===== config.mk =====
export PLATFORM = sky130hd
export DESIGN_NAME = slxfc_core
export DESIGN_NICKNAME = d
export VERILOG_FILES = /design/src/rtl/slxfc_pkg.sv /design/src/rtl/slxfc_core.sv
export SDC_FILE = /design/constraint.sdc
export NUM_CORES = 1
export LEC_CHECK = 0
export ABC_AREA = 1
export CAP_MARGIN = 20
export CORE_AREA = 2 2 147 113
export DETAILED_ROUTE_END_ITERATION = 6
export DIE_AREA = 0 0 149 115
export DONT_BUFFER_PORTS = 1
export PLACE_DENSITY = 0.7
export SLEW_MARGIN = 20
export SYNTH_ARGS = -nofsm -noshare
export SYNTH_HDL_FRONTEND = slang
export SYNTH_SLANG_ARGS = --single-unit

===== constraint.sdc =====
create_clock -name clk -period 5.1 [get_ports clk]
set_clock_uncertainty 0.05 [all_clocks]
set_input_delay 1.02 -clock clk [delete_from_list [all_inputs] [get_ports clk]]
set_output_delay 1.02 -clock clk [all_outputs]
set_load 0.05 [all_outputs]

===== src/rtl/slxfc_pkg.sv =====
`timescale 1ns / 1ps
`default_nettype none

package slxfc_pkg;

    localparam logic [7:0] SYNC_BYTES    = 8'd4;
    localparam logic [7:0] HEADER_BYTES  = 8'd6;
    localparam logic [7:0] LEN_LO_POS    = 8'd4;
    localparam logic [7:0] LEN_HI_POS    = 8'd5;
    localparam logic [7:0] LEN_EXTRA     = 8'd2;
    localparam logic [7:0] MIN_CAP       = 8'd2;

    localparam int unsigned HDR_DEPTH    = 5;
    localparam int unsigned HDR_IDX_W    = $clog2(HDR_DEPTH);

    localparam int unsigned CFG_IDX_W    = 3;
    localparam int unsigned CFG_DATA_W   = 8;

    localparam logic [CFG_IDX_W-1:0] CFG_SYNC_FIRST   = 3'd0;
    localparam logic [CFG_IDX_W-1:0] CFG_SYNC_SECOND  = 3'd1;
    localparam logic [CFG_IDX_W-1:0] CFG_VERSION_HIGH = 3'd2;
    localparam logic [CFG_IDX_W-1:0] CFG_VERSION_LOW  = 3'd3;
    localparam logic [CFG_IDX_W-1:0] CFG_MAX_LENGTH   = 3'd4;

    localparam logic [7:0] RST_SYNC_FIRST   = 8'd170;
    localparam logic [7:0] RST_SYNC_SECOND  = 8'd51;
    localparam logic [7:0] RST_VERSION_HIGH = 8'd0;
    localparam logic [7:0] RST_VERSION_LOW  = 8'd2;
    localparam logic [7:0] RST_MAX_LENGTH   = 8'd138;

    typedef struct packed {
        logic        frame_ok;
        logic [7:0]  frame_length;
        logic [15:0] received_check;
        logic [7:0]  computed_xor;
    } result_t;

endpackage

`default_nettype wire


===== src/rtl/slxfc_core.sv =====
`timescale 1ns / 1ps
`default_nettype none

module slxfc_core
    import slxfc_pkg::*;
(
    input  wire logic                  clk,
    input  wire logic                  rst_n,
    input  wire logic                  cfg_we,
    input  wire logic [CFG_IDX_W-1:0]  cfg_index,
    input  wire logic [CFG_DATA_W-1:0] cfg_data,
    input  wire logic                  fire,
    input  wire logic [7:0]            rx_byte,
    output logic                       res_valid,
    output result_t                    res
);

    logic [7:0] sync_first_reg;
    logic [7:0] sync_second_reg;
    logic [7:0] version_high_reg;
    logic [7:0] version_low_reg;
    logic [7:0] max_length_reg;

    logic [7:0] cnt_reg;
    logic [7:0] cnt_next;
    logic [7:0] target_reg;
    logic [7:0] target_next;
    logic [7:0] hdr_reg [HDR_DEPTH];
    logic [7:0] xor_reg;
    logic [7:0] xor_prev_reg;
    logic [7:0] prev_reg;

    logic [7:0]           cnt_inc;
    logic                 hunting;
    logic [7:0]           want;
    logic                 take;
    logic                 base_zero;
    logic [7:0]           base;
    logic                 hdr_we;
    logic [HDR_IDX_W-1:0] hdr_idx;
    logic                 emit_short;
    logic                 emit_long;

    logic [16:0] len_sum;
    logic [7:0]  cap;
    logic [7:0]  len;
    logic        len_short;
    logic [15:0] short_check;
    logic [7:0]  short_xor;
    logic [15:0] long_check;

    always_ff @(posedge clk or negedge rst_n)
    begin
        if (!rst_n)
        begin
            sync_first_reg   <= RST_SYNC_FIRST;
            sync_second_reg  <= RST_SYNC_SECOND;
            version_high_reg <= RST_VERSION_HIGH;
            version_low_reg  <= RST_VERSION_LOW;
            max_length_reg   <= RST_MAX_LENGTH;
        end
        else if (cfg_we)
        begin
            unique case (cfg_index)
                CFG_SYNC_FIRST:   sync_first_reg   <= cfg_data;
                CFG_SYNC_SECOND:  sync_second_reg  <= cfg_data;
                CFG_VERSION_HIGH: version_high_reg <= cfg_data;
                CFG_VERSION_LOW:  version_low_reg  <= cfg_data;
                CFG_MAX_LENGTH:   max_length_reg   <= cfg_data;
                default:          ;
            endcase
        end
    end

    assign cnt_inc = cnt_reg + 8'd1;
    assign hunting = cnt_reg < SYNC_BYTES;

    always_comb
    begin
        unique case (cnt_reg[1:0])
            2'd0:    want = sync_first_reg;
            2'd1:    want = sync_second_reg;
            2'd2:    want = version_high_reg;
            default: want = version_low_reg;
        endcase
    end

    // length field plus two, capped
    assign len_sum   = {1'b0, rx_byte, hdr_reg[LEN_LO_POS[HDR_IDX_W-1:0]]} + 17'(LEN_EXTRA);
    assign cap       = (max_length_reg < MIN_CAP) ? MIN_CAP : max_length_reg;
    assign len       = (len_sum > {9'd0, cap}) ? cap : len_sum[7:0];
    assign len_short = len <= HEADER_BYTES;

    // frame made of header bytes only, judged on the last length byte
    always_comb
    begin
        unique case (len[2:0])
            3'd3:
            begin
                short_check = {hdr_reg[2], hdr_reg[1]};
                short_xor   = hdr_reg[0];
            end
            3'd4:
            begin
                short_check = {hdr_reg[3], hdr_reg[2]};
                short_xor   = hdr_reg[0] ^ hdr_reg[1];
            end
            3'd5:
            begin
                short_check = {hdr_reg[4], hdr_reg[3]};
                short_xor   = hdr_reg[0] ^ hdr_reg[1] ^ hdr_reg[2];
            end
            3'd6:
            begin
                short_check = {rx_byte, hdr_reg[4]};
                short_xor   = hdr_reg[0] ^ hdr_reg[1] ^ hdr_reg[2] ^ hdr_reg[3];
            end
            default:
            begin
                short_check = {hdr_reg[1], hdr_reg[0]};
                short_xor   = 8'd0;
            end
        endcase
    end

    assign long_check = {rx_byte, prev_reg};

    always_comb
    begin
        cnt_next    = cnt_reg;
        target_next = target_reg;
        take        = 1'b0;
        base_zero   = 1'b0;
        hdr_we      = 1'b0;
        hdr_idx     = cnt_reg[HDR_IDX_W-1:0];
        emit_short  = 1'b0;
        emit_long   = 1'b0;
        if (fire)
        begin
            priority if (hunting)
            begin
                if (rx_byte == want)
                begin
                    take      = 1'b1;
                    base_zero = cnt_reg == 8'd0;
                    hdr_we    = 1'b1;
                    cnt_next  = cnt_inc;
                end
                else if (rx_byte == sync_first_reg)
                begin
                    // retest as the first sync byte
                    take      = 1'b1;
                    base_zero = 1'b1;
                    hdr_we    = 1'b1;
                    hdr_idx   = '0;
                    cnt_next  = 8'd1;
                end
                else
                begin
                    cnt_next = 8'd0;
                end
            end
            else if (cnt_reg == LEN_LO_POS)
            begin
                take     = 1'b1;
                hdr_we   = 1'b1;
                cnt_next = cnt_inc;
            end
            else if (cnt_reg == LEN_HI_POS)
            begin
                take = 1'b1;
                if (len_short)
                begin
                    emit_short = 1'b1;
                    cnt_next   = 8'd0;
                end
                else
                begin
                    target_next = len;
                    cnt_next    = cnt_inc;
                end
            end
            else
            begin
                take = 1'b1;
                if (cnt_inc >= target_reg)
                begin
                    emit_long = 1'b1;
                    cnt_next  = 8'd0;
                end
                else
                begin
                    cnt_next = cnt_inc;
                end
            end
        end
    end

    assign base = base_zero ? 8'd0 : xor_reg;

    always_ff @(posedge clk or negedge rst_n)
    begin
        if (!rst_n)
        begin
            cnt_reg    <= 8'd0;
            target_reg <= 8'd0;
        end
        else
        begin
            cnt_reg    <= cnt_next;
            target_reg <= target_next;
        end
    end

    always_ff @(posedge clk)
    begin
        if (hdr_we)
        begin
            hdr_reg[hdr_idx] <= rx_byte;
        end
        if (take)
        begin
            xor_prev_reg <= base;
            xor_reg      <= base ^ rx_byte;
            prev_reg     <= rx_byte;
        end
    end

    assign res_valid = emit_short || emit_long;

    always_comb
    begin
        if (emit_short)
        begin
            res.frame_length   = len;
            res.received_check = short_check;
            res.computed_xor   = short_xor;
        end
        else
        begin
            res.frame_length   = target_reg;
            res.received_check = long_check;
            res.computed_xor   = xor_prev_reg;
        end
        res.frame_ok = res.received_check == {8'd0, res.computed_xor};
    end

endmodule

`default_nettype wire


# After elaboration in Yosys (flattened, before gate mapping)

Memories as Yosys holds them, arrays and structs flattened.
Cells that the tools add are included.

Reduce and logical (&&, ||, !) cells: 10
Multipliers: 0
Add/subtract/negate cells: 2
Shifts and indexed selects: 0
Bitwise logic cells: 7
Multiplexer cells: 40
Equal/unequal tests: 15
Div/mod/pow operators: 0
$lt $le $gt $ge: 5

Operators with widths:

| kind                                                                             | count |
|---|---|
| 8-bit two-way mux                                                                | 9 |
| 16-bit case mux with 4 select lines                                              | 1 |
| 32-bit two-way mux                                                               | 1 |
| 8-bit case mux with 4 select lines                                               | 1 |
| 8-bit bitwise XOR                                                                | 4 |
| 8-bit case mux with 3 select lines                                               | 1 |
| 1-bit two-way mux                                                                | 23 |
| 16-bit by 2-bit adder with 17-bit output, second input constant                  | 1 |
| 17-bit by 8-bit > comparator with 1-bit output                                   | 1 |
| 16-bit by 8-bit equality test with 1-bit output                                  | 1 |
| 8-bit by 3-bit equality test with 1-bit output, second input constant            | 2 |
| 8-bit equality test                                                              | 2 |
| 3-bit equality test, second input constant                                       | 4 |
| 3-bit two-way mux                                                                | 4 |
| 2-bit AND reduction                                                              | 5 |
| 3-bit by 2-bit equality test with 1-bit output, second input constant            | 3 |
| 8-bit by 1-bit adder with 8-bit output, second input constant                    | 1 |
| 8-bit >= comparator                                                              | 1 |
| 8-bit by 3-bit less-or-equal comparator with 1-bit output, second input constant | 1 |
| 8-bit logical NOT                                                                | 1 |
| 8-bit by 2-bit < comparator with 1-bit output, second input constant             | 1 |
| 8-bit by 3-bit < comparator with 1-bit output, second input constant             | 1 |
| 5-bit AND reduction                                                              | 1 |
| 3-bit by 1-bit equality test with 1-bit output, second input constant            | 1 |
| other kinds (6)                                                                  | 8 |

Flip-flop bits (word level): 80
Bits in latches: 0
Memory bits (read-only): 0
Memories: 1
Word-level logic and storage cells: 90
Memory bits (writable): 40

Memories:

| memory  | words | width | read ports | clocked after Yosys merged registers in | wr ports | RTL line         | source |
|---|---|---|---|---|---|---|---|
| hdr_reg | 5     | 8     | 5          | 0                                       | 1        | slxfc_core.sv:28 | `logic [7:0] hdr_reg [HDR_DEPTH];` |

# Logic depth before layout (Yosys ltp)

Depth after elaboration: 12
Gate-level depth with buffers: 30
Gate-level depth less buffers: 28

# Least setup slack after synthesis

Ideal clock, no wire load.

Kind: flip-flop to output port
Start: memory hdr_reg[4][1]
End: output port res[32] (netlist bit)
Data arrival time: 4.139 ns
Cell stages (with the launch flop): 27
Path buffers: 1
Path slack: -0.109 ns
Path through: edfxtp_1 -> ha_1 -> nand2_1 -> inv_2 -> nand2_1 -> xor2_1 -> inv_1 -> ha_1 -> and3_1 -> nand2_1 -> nand2_1 -> nand2_1 -> nand3_4 -> buf_6 -> nand2_2 -> nand2_4 -> nand3_2 -> nand2_1 -> nor2_2 -> nand3_4 -> o21ai_2 -> inv_1 -> nand2_1 -> nand2_1 -> nor2_1 -> nand2_1 -> nor2_1

RTL lines:

| what        | RTL line         | source |
|---|---|---|
| from (decl) | slxfc_core.sv:28 |  |
| to (decl)   | slxfc_core.sv:15 | `output result_t res` |

==> metrics <==
Peak VDD IR=about 250 uV; Reg2Reg Setup Slack=~1300 ps; Multi-input gate area=4250 um2; std cell rows=40; Tightest Pin Transition=~800 ps; Worst-Skew Late Latency=430 ps; WS Path Type=flip-flop to output port; simple-gate share of the synthesized area=a little under a third; ant diodes=0; Die X=149 um; fin util=approximately 64%; Startpoint Class=flip-flop; Worst Path Buf+Inv=5; most frequent CP cell=nand2_1; min-delay worst type=primary input to asynchronous set/reset pin; CTS buffer count=17; slew margin rel.=~47%; CTS Buffer Depth=2; syn avg cell area=roughly 7.6 um2; H-tree levels=4; Adder-Cell Fraction of Synth Area=roughly 3.4%; CORE AREA=15700 um2; CP max stage cell=dfrtp_1; DIE HEIGHT=115 um; Reg clk slew, reported paths=around 60 ps; Placed Cells=approximately 1200; largest net degree at the start of global routing=between 50 and 60; Post-Syn Area=approximately 7800 um2; first-pass GRT wire length=between 30000 and 40000 um; antenna violations before repair=0; fillcell total=about 1300; GRT overflow=0; Data arrival, critical path=approximately 4400 ps; syn_nets=~1100; storage element area=3340 um2; DR vias/cell=roughly 5.5; post-synthesis mux area share=0%; Seq/Total Area, Yosys=between 40% and 50%; layout cells sized above 1=between 20% and 30%; pre-CTS worst setup slack=-170 ps; EDFF count, synth=between 60 and 70; Area Overhead vs Synth=28.8%; gr usage total=between 20% and 30%; #FFs+latches synth=120; WL/cell=around 18 um; Worst Path Max Fanout=8; Unique masters post-synth=42; XOR/XNOR share of the synthesized area=slightly above 6%; TritonCTS clock tree=built; CTS Root Cell=clkbuf_16; Synth Area in Compound Gates=around 8.9%; Sink Count=120; main combinational cell family by area after synthesis=simple AND/OR/NAND/NOR gates; final worst setup slack=-380 ps; ys flop type=edfxtp_1; leakage=about 0.0046 uW; fin cells=around 1300; IO Pins=57; drt pass-1 iters=6; synth warn=0; max reg flops=40; PD cells=a little under 500 nW/um2; RSZ-0062 raised after global routing=yes; data required time of the worst path=between 4000 and 5000 ps; detailed-route DRC error count=0; crit-path leading delay family=simple AND/OR/NAND/NOR gates; Max Fclk=~0.18 GHz; Fin. Hold Viols=0; violated checks=negative setup slack; Hold Buf Count CTS=0; die area=17100 um2; via count=between 7000 and 8000; max incr delay on CP=roughly 400 ps; worst r2r src=max_length_reg[5]$_DFFE_PN0P_; Initial Util=between 40% and 50%; Max Slew Vio Count=0; Post-synth ARST share=between 40% and 50%; Post-DRT Antenna Nets=0; Period minus WS final=5480 ps; IO Port Bufs=0; worst-case reg-to-reg path depth=22; Nets=around 1200; FF-to-FF End=target_reg[4]$_DFFE_PN0P_; Placer Congestion=0.928; drt initial violations=890; final WL=between 20000 and 25000 um; max-cap violation count=0; vias in the first global route=~6400; status=complete, but fails checks; crit path capture type=output port; Mapped Cells=1018; Tcrit/Tclk final=107%; Final setup viols=9; HPWL after DPL=between 10000 and 15000 um
-- power breakdown --
part / switching [uW] / internal [uW]
combinational: 1430 / 713
sequential: 154 / 1330
clock: 508 / 690
total: 2090 / 2740
-- per-layer routing --
layer	vias to the layer above	routed length [um]	global-route usage, %
met5	-	0	0
met4	0	644	8.76
met3	64	2460	6.43
met2	412	10500	37.8
met1	3432	9880	35.9
li1	3466	-	-
-- cell type report --
type	instances	area share (%)
Timing Repair Buffer	108	10.6
Inverter	130	4.99
Clock buffer	17	4.26
Sequential cell	120	33.4
Clock inverter	15	1.58
Multi-Input combinational cell	738	42.5
Tap cell	210	2.63
-- cells by family (layout without fill, tap and decap cells) --
logic type / after synthesis / count (layout)
AO/OA/AOI/OAI: 129 / 129
AND/OR/NAND/NOR: 532 / 533
adder cells (fa/ha/maj): 21 / 21
XOR/XNOR: 55 / 55
flip-flops: 120 / 120
buffers and inverters: 161 / 270
-- worst max-delay path by stage --
stage                                        startpoint      end  slack, ps  depth (start not counted)
after floorplan                 hdr_reg[4][1]$_DFFE_PP_  res[24]         50                         20
after global placement          hdr_reg[4][3]$_DFFE_PP_  res[32]       -200                         22
after detailed placement        hdr_reg[4][3]$_DFFE_PP_  res[32]       -170                         22
after CTS                       hdr_reg[4][2]$_DFFE_PP_  res[32]       -230                         26
after global routing            hdr_reg[4][2]$_DFFE_PP_  res[32]       -590                         26
final                     max_length_reg[5]$_DFFE_PN0P_  res[32]       -380                         29
-- synthesized netlist by cell type (2+ instances only) --
| cell type | count | area, um2 |
|---|---|---|
| clkbuf_1 | 14 | 52.6 |
| inv_2 | 4 | 15.0 |
| nor4_1 | 5 | 31.3 |
| o21ai_0 | 74 | 370 |
| nand4_1 | 16 | 100 |
| xor2_1 | 43 | 377 |
| nor2_2 | 10 | 62.6 |
| or2_2 | 2 | 12.5 |
| o211ai_1 | 2 | 15.0 |
| nand2_2 | 7 | 43.8 |
| nand3_4 | 4 | 70.1 |
| nand2_4 | 5 | 56.3 |
| buf_2 | 8 | 40.0 |
| buf_4 | 4 | 30.0 |
| buf_6 | 4 | 45.0 |
| o21ai_2 | 3 | 26.3 |
| inv_1 | 126 | 473 |
| nand2_1 | 248 | 931 |
| nor2_1 | 164 | 616 |
| edfxtp_1 | 64 | 1920 |
| nand3_1 | 56 | 280 |
| xnor2_1 | 12 | 105 |
| dfrtp_1 | 44 | 1100 |
| a21oi_1 | 34 | 170 |
| nor3_1 | 6 | 30.0 |
| dfstp_2 | 12 | 315 |
| nand3_2 | 4 | 40.0 |
| o21ai_1 | 9 | 45.0 |
| ha_1 | 21 | 263 |
-- per-stage QoR --
| stage | setup TNS, ps | hold WS (ps) | area (um2) | total power, uW |
|---|---|---|---|---|
| final | -713 | 230 | 9990 | 4830 |
| after global routing | -4720 | 205 | 9990 | 5110 |
| after CTS | -227 | 205 | 9060 | 4560 |
| after detailed placement | -170 | 418 | 8250 | 3300 |
| after global placement | -195 | 410 | 8250 | 3270 |
| after floorplan | 0 | 398 | 7760 | 2840 |
-- timing repair --
item | in CTS | in global routing
gates cloned | 0 | 9
pin swaps | 11 | 75
hold endpoints to repair | 0 | 0
resized for setup | 27 | 122
setup endpoints to repair | 20 | 28
buffers inserted | 15 | 40
-- worst reg2reg max path, delay by kind of cell (launching register included) --
family | cells | cell delay (ps)
buf+inv | 3 | 430
simple gates | 17 | 2480
flops | 1 | 400
compound gates | 1 | 80
fa+ha+maj | 1 | 280
-- cell usage in the layout, fill, tap and decap left out, types with 3 or more instances in the layout --
master / synthesis / final
o21ai_4: 1 / 4
nand4_1: 16 / 16
o21ai_1: 9 / 10
dfrtp_1: 44 / 44
clkinv_4: 0 / 3
nand2_2: 7 / 32
buf_4: 4 / 75
inv_2: 4 / 4
nor3_1: 6 / 6
nor2_4: 1 / 13
nand3_4: 4 / 10
o21ai_0: 74 / 68
nor2_1: 164 / 137
edfxtp_1: 64 / 64
nand2_1: 248 / 214
clkbuf_16: 0 / 21
nand3_1: 56 / 52
buf_8: 0 / 3
xor2_2: 0 / 3
nor2_2: 10 / 25
nand2_8: 0 / 4
xnor2_1: 12 / 12
dfstp_2: 12 / 12
inv_8: 0 / 4
nand2_4: 5 / 11
inv_1: 126 / 123
xor2_1: 43 / 40
nor4_1: 5 / 4
buf_12: 0 / 7
ha_1: 21 / 20
inv_6: 0 / 6
buf_6: 4 / 19
a21oi_1: 34 / 29
a21oi_2: 1 / 6
o21ai_2: 3 / 5
(Power assumes the default switching activity.)
